`config.mk`:
```
export PLATFORM = sky130hd
export DESIGN_NAME = mcbd_lane
export DESIGN_NICKNAME = d
export VERILOG_FILES = /design/src/hdl/mcbd_pkg.sv /design/src/hdl/mcbd_lane.sv
export SDC_FILE = /design/constraint.sdc
export NUM_CORES = 1
export LEC_CHECK = 0
export ABC_AREA = 1
export ABC_CLOCK_PERIOD_IN_PS = 3000
export BUFFER_PORTS_ARGS = -buffer_cell sky130_fd_sc_hd__buf_2
export CORE_MARGIN = 10
export CORE_UTILIZATION = 35
export DETAILED_ROUTE_END_ITERATION = 7
export SYNTH_ARGS = -nofsm -noshare
export SYNTH_HDL_FRONTEND = slang
export SYNTH_SLANG_ARGS = --single-unit
```
`constraint.sdc`:
```
create_clock -name vclk -period 3
set_input_delay 0.3 -clock vclk [all_inputs]
set_output_delay 0.3 -clock vclk [all_outputs]
set_load 0.01 [all_outputs]
```
`src/hdl/mcbd_pkg.sv`:
```
// Package of the mip chain box downsampler: types, codes and fixed widths.
// Depends on nothing.
`default_nettype none
package mcbd_pkg;
  localparam int NUM_LANES  = 4;
  localparam int LANE_W     = 8;
  localparam int PIX_W      = NUM_LANES * LANE_W;
  localparam int LVL_OUT_W  = 4;
  localparam int POS_W      = 9;
  localparam int SIDE_W     = 4;
  localparam int CHAN_W     = 3;
  localparam int CFG_DATA_W = 4;
  localparam logic [SIDE_W-1:0] SIDE_RST = 4'd10;
  localparam logic [CHAN_W-1:0] CHAN_RST = 3'd4;

  typedef enum logic {
    CFG_SIDE_LOG2 = 1'b0,
    CFG_CHANNELS  = 1'b1
  } cfg_idx_e;

  typedef enum logic [1:0] {
    SEQ_IDLE,
    SEQ_LEVEL,
    SEQ_AVG
  } seq_state_e;

  typedef struct packed {
    logic [LVL_OUT_W-1:0] mip_level;
    logic [POS_W-1:0]     pos_x;
    logic [POS_W-1:0]     pos_y;
    logic [PIX_W-1:0]     pix;
    logic                 run_end;
    logic                 chain_done;
  } res_word_t;
endpackage
`default_nettype wire

```
`src/hdl/mcbd_lane.sv`:
```
// One channel lane: the truncated mean of the four pixels of a 2x2 block.
// Depends on mcbd_pkg.
`default_nettype none
module mcbd_lane import mcbd_pkg::*; (
  input  wire logic [LANE_W-1:0] p_i,
  input  wire logic [LANE_W-1:0] q_i,
  input  wire logic [LANE_W-1:0] r_i,
  input  wire logic [LANE_W-1:0] s_i,
  output logic      [LANE_W-1:0] avg_o
);
  logic [LANE_W+1:0] sum;

  assign sum   = (LANE_W+2)'(p_i) + (LANE_W+2)'(q_i) + (LANE_W+2)'(r_i) + (LANE_W+2)'(s_i);
  assign avg_o = sum[LANE_W+1:2];
endmodule
`default_nettype wire

```
Yosys cells after proc, flatten, opt, wreduce, memory -nomap -nowiden
Index checks and enable logic that the tools add are counted.
{"block": "totals", "register_bits": 0, "latch_bits": 0, "ram_bits": 0, "rom_bits": 0, "out_inout_bits": 8, "word_cells": 3, "n_memories": 0}
{"block": "classes", "add_sub_neg": 3, "multipliers": 0, "div": 0, "order_cmp": 0, "n_eq_ne": 0, "shift": 0, "mux": 0, "bitwise": 0, "n_reduce_logical": 0}
{"operator": "$add A10 B8 Y10", "count": 1}
{"operator": "$add A9 B8 Y10", "count": 1}
{"operator": "$add A8 B8 Y9", "count": 1}

Depth between registers and ports, before layout
Gate-level depths: netlist of the first run.
{"block": "depth", "ltp_word": 3, "mapped_depth": 13}

Worst setup path before layout of the first run
Ideal clock, no wire load.
{"block": "synth_timing", "path_kind": "input port to output port", "from": "in p_i[1]", "to": "out avg_o[5]", "arrival_time_ns": 2.305, "t_required_ns": 2.700, "setup_slack_ns": 0.395, "path_stages": 13, "n_path_buf": 0, "cell_sequence": "inv_1 > fa_1 > inv_1 > fa_1 > nand2_1 > nor2_4 > fa_1 > nand3_1 > nand2_1 > nand3_2 > nand2_2 > nand2_1 > nand2_1"}
{"block": "synth_via", "elab_chain_cells": 3}
{"item": "start: declaration", "line": "mcbd_lane.sv:5", "rtl": "input wire logic [LANE_W-1:0] p_i,"}
{"item": "$add A8 B8 Y9", "line": "mcbd_lane.sv:13", "rtl": "assign sum = (LANE_W+2)'(p_i) + (LANE_W+2)'(q_i) + (LANE_W+2)'(r_i) + (LANE_W+2)'(s_i);"}
{"item": "$add A9 B8 Y10", "line": "mcbd_lane.sv:13"}
{"item": "$add A10 B8 Y10", "line": "mcbd_lane.sv:13"}
{"item": "end: declaration", "line": "mcbd_lane.sv:9", "rtl": "output logic [LANE_W-1:0] avg_o"}
No other way between the ends.

Worst setup path in the final report of the first run
{"block": "layout_timing", "from": "in p_i[1]", "to": "out avg_o[7]"}
Same word-level chain as after synthesis.

==> results.toml, run 1 <==
[grt]
grt-ovfl-total = 0
grt_pass1_vias = 783
grt_usage_pct = 7.49
antenna_found_initial = 0
grt_pass1_wl_um = 2950
grt_max_degree = 6

[drt]
vias = 739
drt-initial-drc-count = 4
ant_nets = 0
drc = 0
viasPerCell = 4.02
wl_per_cell_um = 9.37
dr.pass1.iters = 2
wl_um = 1720

[sta]
fin_tns_setup_ps = 0
setup_slack_ps = 193
worst_pin_slew_ps = 215
max_freq_mhz = 356
timing.slew.headroom_pct = 85.7
fin_crit_sh_pct = 93.6
setup_viol = 0
hold_viol_final = 0
fin_crit_ps = 2810
slew_viol_final = 0
rsz0062_at_grt = "no"

[setup_path]
endpoint_kind = "output pin"
critPathMaxFanout = 2
worst_ep_required_time_ps = 2700
cp-start-kind = "primary input"
crit_type = "primary input to output pin"
worstPathArrival_ps = 2510

[synth]
synthTopCellsByArea = "fa_1, inv_1, ha_1"
synth.most_common_cell = "inv_1"
netlist_top_cells_count = "inv_1, nand2_1, fa_1"
yosys.area.top_type_share_pct = 39.4
synth_top_family_by_area = "adder cells"
synth_area_per_cell_um2 = 7.00
yosys-mux-area-fraction_pct = 0
ys_seq_area_share_pct = 0
yosys_warnings = 0
yosys.cell_types.count = 14
synth_compound_area_share_pct = 4.47
synth_xor_xnor_area_share_pct = 3.24
synth_simple_gate_area_share_pct = 17.1
synth-adder-area-share_pct = 50.2
synth_top_area_cell = "fa_1"
syn_area_um2 = 812
synth_cells = 116
synthesis.nets = 171

[power]
p_total_uw = 451
power.share.switching_pct = 57.3
p_leak_uw = 0.000728
clkPwrFrac_pct = 0
irDropWorstVdd_mv = 0.274
switchingPower_uw = 258
sequentialPowerShare_pct = 0
p_comb_share_pct = 100.0
internal_power_uw = 193
power.density_nw_per_um2 = 430

[run_status]
status = "finished clean"

[floorplan]
die_area_um2 = 4650
die_h_um = 68.2
pin_count = 40
floorplan.initialDensity_pct = 36.7
core-area_um2 = 2210
die_w_um = 68.2
rows = 17

[layout]
final_nets = 213
seqCellArea_um2 = 0
area_growth_pct = 29.3
final.clkbuf_count = 0
drive_gt1_share_pct = 30.1
diodes = 0
flops_and_latches = 0

[flow_run]
drv_cap = 0

[worst_hold_path]
worstHoldPathType = "primary input to output pin"

[cts]
hold_buffers = 0

[place]
place.gp.congestion = 0.806
pre_cts_slack_ps = 133
dp_hpwl_um = 1690
io_buffers = 40
==> critical path, stage by stage <==
cell,delay [ps]
buf_2,70
inv_1,40
fa_1,540
inv_1,50
fa_1,440
nand2_1,120
nor2_4,50
fa_2,340
nand3_1,90
nand2_1,90
nand3_2,80
nand2_2,50
nand2_1,60
nand2_1,40
buf_2,130
==> area by class of cell <==
| type | instances | area (um^2) |
|---|---|---|
| Multi-Input combinational cell | 62 | 612 |
| Fill cell | 238 | 1160 |
| Timing Repair Buffer | 40 | 200 |
| Inverter | 54 | 203 |
| Tap cell | 28 | 35.0 |
==> metrics by stage <==
stage	instances	util, %	hold slack [ps]	instance area (um^2)
2_1_floorplan	116	-	967	812
3_3_place_gp	184	47.3	1140	1050
3_5_place_dp	184	47.3	1150	1050
4_1_cts	184	47.3	1150	1050
5_1_grt	184	47.5	1210	1050
6_report	184	47.5	1170	1050
==> cell families after synthesis <==
logic type | Yosys count
AO/OA/AOI/OAI | 6
XOR/XNOR | 3
adder cells (fa/ha/maj) | 23
buffers and inverters | 54
AND/OR/NAND/NOR | 30
==> metal layers <==
| layer | GRT usage [%] | vias to the layer above | wire (um) |
|---|---|---|---|
| li1 | - | 392 | - |
| met1 | 9.63 | 318 | 728 |
| met2 | 13.7 | 29 | 799 |
| met3 | 0.979 | 0 | 197 |
| met4 | 0 | 0 | 0 |
| met5 | 0 | - | 0 |
==> placed cells by master (no fill, tap or decap) <==
master / n
fa_1: 15
buf_2: 40
a21oi_2: 1
xor2_1: 3
ha_1: 7
a21o_1: 1
fa_2: 1
nor2_1: 1
nand2_1: 20
clkinv_1: 1
inv_1: 53
a21oi_1: 4
nand2_2: 3
nand3_1: 4
nand3_2: 1
nor2_4: 1
==> path summary, 6_finish.rpt <==
check             startpoint  endpoint  slack (ps)  depth (start not counted)
setup / recovery      p_i[1]  avg_o[7]         190                         15
hold / removal        s_i[0]  avg_o[2]        1170                          7
==> power by group through the flow <==
stage                     combinational, uW  clock, uW  sequential (uW)
final                                   451          0                0
after CTS                               465          0                0
after global routing                    531          0                0
after global placement                  454          0                0
after floorplan                         322          0                0
after detailed placement                461          0                0
==> timing repair <==
action / 4_1_cts / 5_1_grt
buffers inserted: 0 / 0
gates resized for setup: 0 / 1
endpoints found under the setup margin: 0 / 3
No activity file was read; power rests on OpenSTA's default activity.
==> inputs of run 2 (changes only) <==
ABC_CLOCK_PERIOD_IN_PS = 3550   (was 3000)
clock period = 3.55 ns   (was 3 ns; I/O delays follow)
==> run 2 against run 1 <==
Compared with the run above: die area stayed put; worst hold slack better by 74 ps; flip-flop and latch count stayed put; combinational power is 16% lower; core utilization is 0.11 points lower; largest cell class unchanged.
==> results.toml, run 2 (synthesized netlist as in run 1, its figures left out) <==
[sta]
hold_viol_final = 0
timing.slew.headroom_pct = 85.7
setup_slack_ps = 574
slew_viol_final = 0
fin_crit_ps = 2980
setup_viol = 0
fin_crit_sh_pct = 83.8
max_freq_mhz = 336
fin_tns_setup_ps = 0
rsz0062_at_grt = "no"
worst_pin_slew_ps = 215

[flow_run]
drv_cap = 0

[drt]
viasPerCell = 4.03
drc = 0
wl_per_cell_um = 9.39
dr.pass1.iters = 2
ant_nets = 0
vias = 741
wl_um = 1730
drt-initial-drc-count = 4

[place]
dp_hpwl_um = 1690
io_buffers = 40
pre_cts_slack_ps = 573
placed_area_um2 = 1050
place.gp.congestion = 0.806

[setup_path]
critPathMaxFanout = 2
worst_ep_required_time_ps = 3190
crit_type = "primary input to output pin"
worstPathArrival_ps = 2620
cp-start-kind = "primary input"
endpoint_kind = "output pin"

[layout]
drive_gt1_share_pct = 29.5
finalInstanceArea_um2 = 1050
final.clkbuf_count = 0
flops_and_latches = 0
final_nets = 213
seqCellArea_um2 = 0
final_common_cell = "inv_1"
diodes = 0
layout_common_cells = "inv_1, buf_2, nand2_1"
area_growth_pct = 29.0

[power]
p_leak_uw = 0.000729
irDropWorstVdd_mv = 0.230
power.density_nw_per_um2 = 363

[grt]
antenna_found_initial = 0
grt_pass1_wl_um = 2950
grt_max_degree = 6
grt-ovfl-total = 0
grt_usage_pct = 7.49
grt_pass1_vias = 783

[floorplan]
die_w_um = 68.2
die_h_um = 68.2
floorplan.initialDensity_pct = 36.7
pin_count = 40
core-area_um2 = 2210
rows = 17
die_area_um2 = 4650

[worst_hold_path]
min_from = "s_i[0]"
hold_path_depth = 5
hold_end = "avg_o[0]"
worstHoldPathType = "primary input to output pin"

[cts]
post_cts_buffers = 0
cts_resized = 0
hold_buffers = 0

[run_status]
status = "finished clean"
## run 2: layout make-up
type / count / area (um^2)
multi-input cells: 62 / 609
inverters: 54 / 203
repair buffers: 40 / 200
well taps: 28 / 35.0
fillers: 239 / 1160
## run 2: report_power, final
group          internal [uW]  switching (uW)
clock                      0               0
sequential                 0               0
combinational            162             218
## run 2: stage by stage
stage | utilization, % | power (uW) | hold slack [ps] | cells
after global placement | 47.3 | 383 | 1250 | 184
after global routing | 47.3 | 447 | 1290 | 184
after floorplan | - | 272 | 1080 | 116
after CTS | 47.3 | 393 | 1260 | 184
after detailed placement | 47.3 | 390 | 1260 | 184
final | 47.3 | 380 | 1250 | 184
## run 2: worst max-delay path, stage by stage
cell     delay, ps
buf_2           70
inv_1           40
fa_1           540
inv_1           50
fa_1           440
nand2_1        120
nor2_4          50
fa_1           390
nand3_1        100
nand2_1         90
nand3_2         80
nand2_2         50
nand2_1         60
nand2_1         40
buf_2          130
## run 2: routing by layer
layer  track usage, %  vias up  part of all wire [%]
met5                0        -                     0
met4                0        0                     0
met3            0.979        0                    11
met2             13.7       29                    46
met1             9.63      320                    42
li1                 -      392                     -
## run 2: worst max path at each step
stage               slack, ps       end   start  cells past startpoint
floorplan                 840  avg_o[5]  p_i[1]                     13
global placement          580  avg_o[7]  p_i[1]                     15
detailed placement        570  avg_o[7]  p_i[1]                     15
CTS                       560  avg_o[7]  p_i[1]                     15
global route              420  avg_o[7]  p_i[1]                     15
finish                    570  avg_o[7]  p_i[1]                     15
