### src/hdl/mcbd_pkg.sv
// Package of the mip chain box downsampler: types, codes and fixed widths.
// Depends on nothing.
`default_nettype none
package mcbd_pkg;
  localparam int NUM_LANES  = 4;
  localparam int LANE_W     = 8;
  localparam int PIX_W      = NUM_LANES * LANE_W;
  localparam int LVL_OUT_W  = 4;
  localparam int POS_W      = 9;
  localparam int SIDE_W     = 4;
  localparam int CHAN_W     = 3;
  localparam int CFG_DATA_W = 4;
  localparam logic [SIDE_W-1:0] SIDE_RST = 4'd10;
  localparam logic [CHAN_W-1:0] CHAN_RST = 3'd4;

  typedef enum logic {
    CFG_SIDE_LOG2 = 1'b0,
    CFG_CHANNELS  = 1'b1
  } cfg_idx_e;

  typedef enum logic [1:0] {
    SEQ_IDLE,
    SEQ_LEVEL,
    SEQ_AVG
  } seq_state_e;

  typedef struct packed {
    logic [LVL_OUT_W-1:0] mip_level;
    logic [POS_W-1:0]     pos_x;
    logic [POS_W-1:0]     pos_y;
    logic [PIX_W-1:0]     pix;
    logic                 run_end;
    logic                 chain_done;
  } res_word_t;
endpackage
`default_nettype wire

### src/hdl/mcbd_fifo.sv
// Small result queue in flip-flops between the level sequencer and the output.
// Depends on mcbd_pkg.
`default_nettype none
module mcbd_fifo import mcbd_pkg::*; #(
  parameter int DEPTH = 4
) (
  input  wire logic      clk_i,
  input  wire logic      rst_ni,
  input  wire logic      push_i,
  input  wire res_word_t wdata_i,
  output logic           full_o,
  input  wire logic      pop_i,
  output res_word_t      rdata_o,
  output logic           empty_o
);
  localparam int PW = (DEPTH > 1) ? $clog2(DEPTH) : 1;

  res_word_t           mem_q [DEPTH];
  logic [PW-1:0]       wr_q, rd_q;
  logic [$clog2(DEPTH+1)-1:0] cnt_q;

  assign full_o  = (cnt_q == ($clog2(DEPTH+1))'(DEPTH));
  assign empty_o = (cnt_q == '0);
  assign rdata_o = mem_q[rd_q];

  always_ff @(posedge clk_i) begin
    if (push_i) begin
      mem_q[wr_q] <= wdata_i;
    end
  end

  always_ff @(posedge clk_i or negedge rst_ni) begin
    if (!rst_ni) begin
      wr_q  <= '0;
      rd_q  <= '0;
      cnt_q <= '0;
    end else begin
      if (push_i) begin
        wr_q <= (wr_q == PW'(DEPTH - 1)) ? '0 : wr_q + 1'b1;
      end
      if (pop_i) begin
        rd_q <= (rd_q == PW'(DEPTH - 1)) ? '0 : rd_q + 1'b1;
      end
      if (push_i && !pop_i) begin
        cnt_q <= cnt_q + 1'b1;
      end else if (pop_i && !push_i) begin
        cnt_q <= cnt_q - 1'b1;
      end
    end
  end
endmodule
`default_nettype wire

### config.mk
export PLATFORM = sky130hd
export DESIGN_NAME = mcbd_fifo
export DESIGN_NICKNAME = d
export VERILOG_FILES = /design/src/hdl/mcbd_pkg.sv /design/src/hdl/mcbd_fifo.sv
export SDC_FILE = /design/constraint.sdc
export NUM_CORES = 1
export LEC_CHECK = 0
export ABC_CLOCK_PERIOD_IN_PS = 2370
export BUFFER_PORTS_ARGS = -buffer_cell sky130_fd_sc_hd__clkbuf_2
export CAP_MARGIN = 20
export CORE_MARGIN = 5
export CORE_UTILIZATION = 51
export DETAILED_ROUTE_END_ITERATION = 10
export PLACE_DENSITY = 0.75
export SETUP_SLACK_MARGIN = 0.3
export SYNTH_ARGS = -nofsm -noshare
export SYNTH_HDL_FRONTEND = slang
export SYNTH_SLANG_ARGS = --single-unit
### constraint.sdc
create_clock -name clk_i -period 2.37 [get_ports clk_i]
set_input_delay 0.474 -clock clk_i [delete_from_list [all_inputs] [get_ports clk_i]]
set_output_delay 0.474 -clock clk_i [all_outputs]
set_load 0.05 [all_outputs]
* Word level (Yosys, flattened, before mapping)
Memory sizes are Yosys's and may differ from the RTL's.
Cells that the tools add are included.
** Storage, ports and cells
- Output and inout bits :: 58
- Bits in writable memories :: 224
- Memories kept :: 1
- Logic and storage cells :: 23
- Bits in registers :: 7
- Bits of input ports :: 60
** Memories
- mem_q :: words 4, bits a word 56, read ports 1, clocked after memory_dff 0, write ports 1, line mcbd_fifo.sv:18 : res_word_t mem_q [DEPTH];
** Cells by class
- $add $sub $neg :: 4
- Reduce and logical (&&, ||, !) cells :: 6
- Equal/unequal tests :: 3
- Muxes and demuxes :: 6
** Operator list (count)
- $mux 3 :: 2
- $add 2x1->2 const B :: 2
- $eq 2x2->1 const B :: 2
- $mux 2 :: 2
- $add 3x1->3 const B :: 1
- $eq 3x3->1 const B :: 1
- $logic_not 3->1 :: 1
- $sub 3x1->3 const B :: 1
- $logic_and 1x1->1 :: 2
- $logic_not 1->1 :: 2
- $mux 1 :: 2
- $reduce_bool 2->1 :: 1

* Longest topological paths before layout
- Word-level depth :: 4
- Gate-level depth with buffers :: 7
- Gate-level depth less buffers :: 7

* Least setup slack after synthesis
Ideal clock, no wire load.
- Path type :: reg-to-reg
- Start :: register wr_q[0]
- End :: memory mem_q[2][0] (netlist bit) (enable)
- Setup time :: 0.419 ns
- Cell stages (with the launch flop) :: 4
- Clock period less this slack :: 2.370 ns
- Path buffers :: 0
- Path slack :: 0.000 ns
- Data required time :: 1.951 ns
- Arrival :: 1.950 ns
- Path through :: dfrtp_1 -> inv_1 -> ha_1 -> and2_1
** RTL lines
- start, declared :: line mcbd_fifo.sv:19 : logic [PW-1:0] wr_q, rd_q;
- start signal, assigned :: line mcbd_fifo.sv:39 : wr_q <= (wr_q == PW'(DEPTH - 1)) ? '0 : wr_q + 1'b1;
- end, declared :: line mcbd_fifo.sv:18
Straight into the memory's write port.

==> metrics.txt <==
# TYPE chip_impl_metric gauge
chip_impl_metric{name="cts_inserted_buffers",unit=""} 24
chip_impl_metric{name="dr_total_vias",unit=""} 4001
chip_impl_metric{name="layout_cell_share_with_drive_strength_beyond_1",unit="%"} 48.9
chip_impl_metric{name="initial_utilization",unit="%"} 51.7
chip_impl_info{name="synth-main-ff-cell",value="sky130_fd_sc_hd__edfxtp_1"} 1
chip_impl_metric{name="floorplan_die_height",unit="µm"} 139
chip_impl_metric{name="layout.filler_cells",unit=""} 1052
chip_impl_metric{name="synth-async-reset-ratio",unit="%"} 3.03
chip_impl_metric{name="core_region_area",unit="µm²"} 16500
chip_impl_metric{name="wl",unit="mm"} 17.1
chip_impl_metric{name="first_global_vias",unit=""} 4285
chip_impl_metric{name="synth_register_bits",unit=""} 231
chip_impl_metric{name="postLayoutSetupSlackWorst",unit="ns"} -0.173
chip_impl_metric{name="clock_sink_count",unit=""} 231
chip_impl_metric{name="max_cap_viol_count",unit=""} 0
chip_impl_metric{name="period_needed",unit="ns"} 2.54
chip_impl_metric{name="crit_fanout",unit=""} 5
chip_impl_metric{name="clk_pin_slew_worst_paths",unit="ns"} 0.06
chip_impl_metric{name="finalMaxSlewViolations",unit=""} 0
chip_impl_metric{name="clock.fmax",unit="MHz"} 393
chip_impl_metric{name="remaining_drc_errors",unit=""} 0
chip_impl_metric{name="synth_simple_gate_area_share",unit="%"} 0.661
chip_impl_metric{name="area_growth_syn_to_layout",unit="%"} 30.1
chip_impl_metric{name="synth_adder_area_share",unit="%"} 1.12
chip_impl_metric{name="finClkSkew",unit="ns"} 0.00521
chip_impl_metric{name="final-hold-violation-count",unit=""} 0
chip_impl_metric{name="final_sum_of_negative_setup_slack",unit="ns"} -5.09
chip_impl_metric{name="route.antenna.remaining_nets",unit=""} 0
chip_impl_info{name="outcome",value="complete, but fails checks"} 1
chip_impl_info{name="failed_checks",value="setup timing"} 1
chip_impl_metric{name="cts.path.max_buffers",unit=""} 3
chip_impl_metric{name="die_outline_area",unit="µm²"} 19400
chip_impl_metric{name="die-width",unit="µm"} 139
chip_impl_metric{name="antenna_found_initial",unit=""} 1
chip_impl_info{name="rsz_0062_raised_after_global_routing",value="yes"} 1
chip_impl_metric{name="dp.final_hpwl",unit="mm"} 9.52
chip_impl_metric{name="portBuffers",unit=""} 117
chip_impl_info{name="hp-class",value="input pin to flip-flop"} 1
chip_impl_metric{name="last_weighted_congestion_value_of_the_routability_driven_placer",unit=""} 0.698
chip_impl_info{name="clock-root-buffer",value="sky130_fd_sc_hd__clkbuf_16"} 1
chip_impl_metric{name="multiInputGateArea",unit="µm²"} 1500
chip_impl_info{name="timing.setup.critical_path_class",value="flip-flop to output pin"} 1
chip_impl_metric{name="path_buf_inv",unit=""} 4
chip_impl_metric{name="route.detailed.vias_per_inst",unit=""} 5.52
chip_impl_metric{name="antennaDiodeCount",unit=""} 0
chip_impl_metric{name="synth_mux_area_share",unit="%"} 15.2
chip_impl_metric{name="worst_skew_pair.late_latency",unit="ns"} 0.50
chip_impl_info{name="tritoncts",value="done"} 1
chip_impl_metric{name="p_leak",unit="nW"} 3.90
chip_impl_info{name="critical_path.endpoint_type",value="output pin"} 1
chip_impl_metric{name="pwr_density_cell",unit="nW/µm²"} 1500
chip_impl_metric{name="first_pass_iteration_count_of_the_detailed_router",unit=""} 4
chip_impl_metric{name="post_synth_instance_area",unit="µm²"} 8520
chip_impl_metric{name="postSynthNetCount",unit=""} 397
chip_impl_metric{name="maximum_number_of_pins_on_one_net_before_global_route_repair",unit=""} 37
chip_impl_metric{name="summed_area_of_non_filler_cells_in_the_final_layout",unit="µm²"} 11100
chip_impl_metric{name="synthXorXnorAreaFrac",unit="%"} 0.308
chip_impl_metric{name="number_of_drc_violations_after_detailed_routing_iteration_0",unit=""} 275
chip_impl_metric{name="vdd_drop_max",unit="mV"} 0.781
chip_impl_info{name="timing.critical_path.slowest_stage_cell",value="sky130_fd_sc_hd__dfrtp_4"} 1
chip_impl_metric{name="std_cell_rows",unit=""} 47
chip_impl_metric{name="post_drt_wl_per_cell",unit="µm"} 23.6
chip_impl_metric{name="layout.area.seq",unit="µm²"} 6910
chip_impl_metric{name="finalSetupViolations",unit=""} 56
chip_impl_metric{name="final.period_utilization",unit="%"} 107
chip_impl_metric{name="place_inst",unit=""} 667
chip_impl_info{name="synth_top_family_by_area",value="multiplexers"} 1
chip_impl_info{name="critical-path-top-delay-family",value="buffers and inverters"} 1
chip_impl_metric{name="count_of_flip_flops_with_a_built_in_enable_after_synthesis",unit=""} 224
chip_impl_metric{name="synth_compound_gate_area_share",unit="%"} 0.117
chip_impl_metric{name="global_route.overflow_total",unit=""} 0
chip_impl_metric{name="ys_warn_count",unit=""} 0
chip_impl_metric{name="floorplan.io_pins",unit=""} 118
chip_impl_metric{name="finalHoldWorstSlack",unit="ns"} 0.188
chip_impl_metric{name="dpl-instance-area",unit="µm²"} 9440
chip_impl_metric{name="synthCells",unit=""} 330
chip_impl_metric{name="final-instance-count-excl-fill",unit=""} 725
chip_impl_metric{name="synth_area_per_cell",unit="µm²"} 25.8
chip_impl_metric{name="critical_path.max_stage_delay",unit="ns"} 0.51
chip_impl_metric{name="ys_seq_area_share",unit="%"} 81.0
chip_impl_metric{name="synthDistinctLibCells",unit=""} 21
chip_impl_metric{name="grt_pass1_wl",unit="mm"} 25.9
chip_impl_info{name="cells_along_the_critical_path",value="buf_6, buf_12, buf_16, mux4_2, buf_8"} 1
chip_impl_info{name="synth_largest_area_cell",value="sky130_fd_sc_hd__edfxtp_1"} 1
chip_impl_metric{name="worst_max_slew_margin_expressed_relative_to_the_limit",unit="%"} 69.9
chip_impl_metric{name="timing_worst_slew_pin_value",unit="ns"} 0.452
chip_impl_metric{name="synthDominantCellAreaShare",unit="%"} 78.9
chip_impl_info{name="worstSetupStartpointType",value="flip-flop"} 1
chip_impl_info{name="synthTopCellsByArea",value="sky130_fd_sc_hd__edfxtp_1 (79%), sky130_fd_sc_hd__mux4_2 (15%), sky130_fd_sc_hd__dfrtp_1 (2.1%)"} 1
chip_impl_metric{name="worstPathArrival",unit="ns"} 2.07
chip_impl_metric{name="data_required_time_at_the_worst_endpoint",unit="ns"} 1.90
chip_impl_metric{name="final_net_count",unit=""} 554
chip_impl_metric{name="grt_usage",unit="%"} 17.4
chip_impl_metric{name="htree_num_levels",unit=""} 1
## synth_stat cells, types with 3 or more instances
library cell and number:
sky130_fd_sc_hd__edfxtp_1 224, sky130_fd_sc_hd__mux4_2 56, sky130_fd_sc_hd__dfrtp_1 7, sky130_fd_sc_hd__ha_1 6, sky130_fd_sc_hd__and2_1 4, sky130_fd_sc_hd__buf_2 4, sky130_fd_sc_hd__inv_1 4, sky130_fd_sc_hd__buf_12 3
sky130_fd_sc_hd__buf_4 3, sky130_fd_sc_hd__mux2_2 3, sky130_fd_sc_hd__nor2_1 3
## layer usage
metal | global-route usage (%) | routed length, µm | share of wire [%] | vias to the layer above
li1 | - | - | - | 1728
met1 | 22.5 | 6700 | 39 | 2094
met2 | 30.2 | 9060 | 53 | 147
met3 | 4.22 | 1040 | 6.1 | 30
met4 | 4.27 | 279 | 1.6 | 2
met5 | 0 | 10 | 0.058 | -
## state kept, by name, indices dropped and copies added, names as in the netlist
signal,cells
mem_q,224
wr_q,2
rd_q,2
cnt_q,3
## power by group
| group | total (mW) | switching [mW] | internal, mW |
|---|---|---|---|
| combinational | 7.54 | 4.17 | 3.36 |
| clock | 3.61 | 1.47 | 2.14 |
| sequential | 5.47 | 0.217 | 5.25 |
| total | 16.6 | 5.86 | 10.8 |
## metrics by stage
step,utilization (%),total power [mW],setup WS (ns)
detailed placement,57.3,11.0,0.328
global route,67.3,17.2,-0.205
CTS,66.3,16.1,-0.167
finish,67.3,16.6,-0.173
global placement,57.3,11.0,0.333
floorplan,-,9.82,0.364
## placed cells by master (no fill, tap or decap), types with 2 or more instances in the layout
cell type	instances
sky130_fd_sc_hd__edfxtp_1	224
sky130_fd_sc_hd__clkbuf_2	61
sky130_fd_sc_hd__mux4_2	56
sky130_fd_sc_hd__buf_8	54
sky130_fd_sc_hd__clkbuf_16	30
sky130_fd_sc_hd__buf_4	9
sky130_fd_sc_hd__clkinv_2	7
sky130_fd_sc_hd__ha_1	6
sky130_fd_sc_hd__buf_12	6
sky130_fd_sc_hd__clkinv_1	5
sky130_fd_sc_hd__buf_16	5
sky130_fd_sc_hd__dfrtp_1	5
sky130_fd_sc_hd__inv_1	4
sky130_fd_sc_hd__and2_4	4
sky130_fd_sc_hd__mux2_2	3
sky130_fd_sc_hd__nor2_1	3
sky130_fd_sc_hd__clkinvlp_4	3
sky130_fd_sc_hd__buf_6	3
sky130_fd_sc_hd__nand2_1	2
sky130_fd_sc_hd__o21ai_0	2
sky130_fd_sc_hd__xor2_1	2
sky130_fd_sc_hd__bufinv_16	2
## cells by family (layout without fill, tap and decap cells)
| kind of cell | Yosys count | count (layout) |
|---|---|---|
| simple gates | 11 | 11 |
| compound gates | 2 | 2 |
| buf+inv | 17 | 192 |
| fa+ha+maj | 7 | 7 |
| mux | 59 | 59 |
| flops | 231 | 231 |
| xor+xnor | 3 | 3 |
## path summary, 6_finish.rpt
check	startpoint	endpoint	slack [ns]	cells past startpoint
max	rd_q[0]$_DFFE_PN0P_	rdata_o[14]	-0.17	5
min in group asynchronous	rst_ni	cnt_q[1]$_DFFE_PN0P_	0.36	2
min	wdata_i[26]	mem_q[2][26]$_DFFE_PP_	0.19	1
max reg2reg	wr_q[0]$_DFFE_PN0P_	mem_q[0][34]$_DFFE_PP_	0.81	4
max in group asynchronous	rst_ni	rd_q[0]$_DFFE_PN0P_	1.80	2
min reg2reg	cnt_q[2]$_DFFE_PN0P_	cnt_q[2]$_DFFE_PN0P_	0.49	1
## area by class of cell
type	count	area share (%)
flip-flops and latches	231	62.3
repair buffers	144	14.5
multi-input cells	82	13.5
clock buffers	26	5.68
well taps	220	2.48
clock inverters	18	1.33
inverters	4	0.135
## what timing repair did
action / CTS / global route
cloned: 3 / 3
hold buffers: 1 / 0
gates resized for setup: 121 / 55
endpoints found under the hold margin: 7 / 0
setup buffers: 6 / 1
setup endpoints to repair: 56 / 56
No activity file was read; power rests on OpenSTA's default activity.
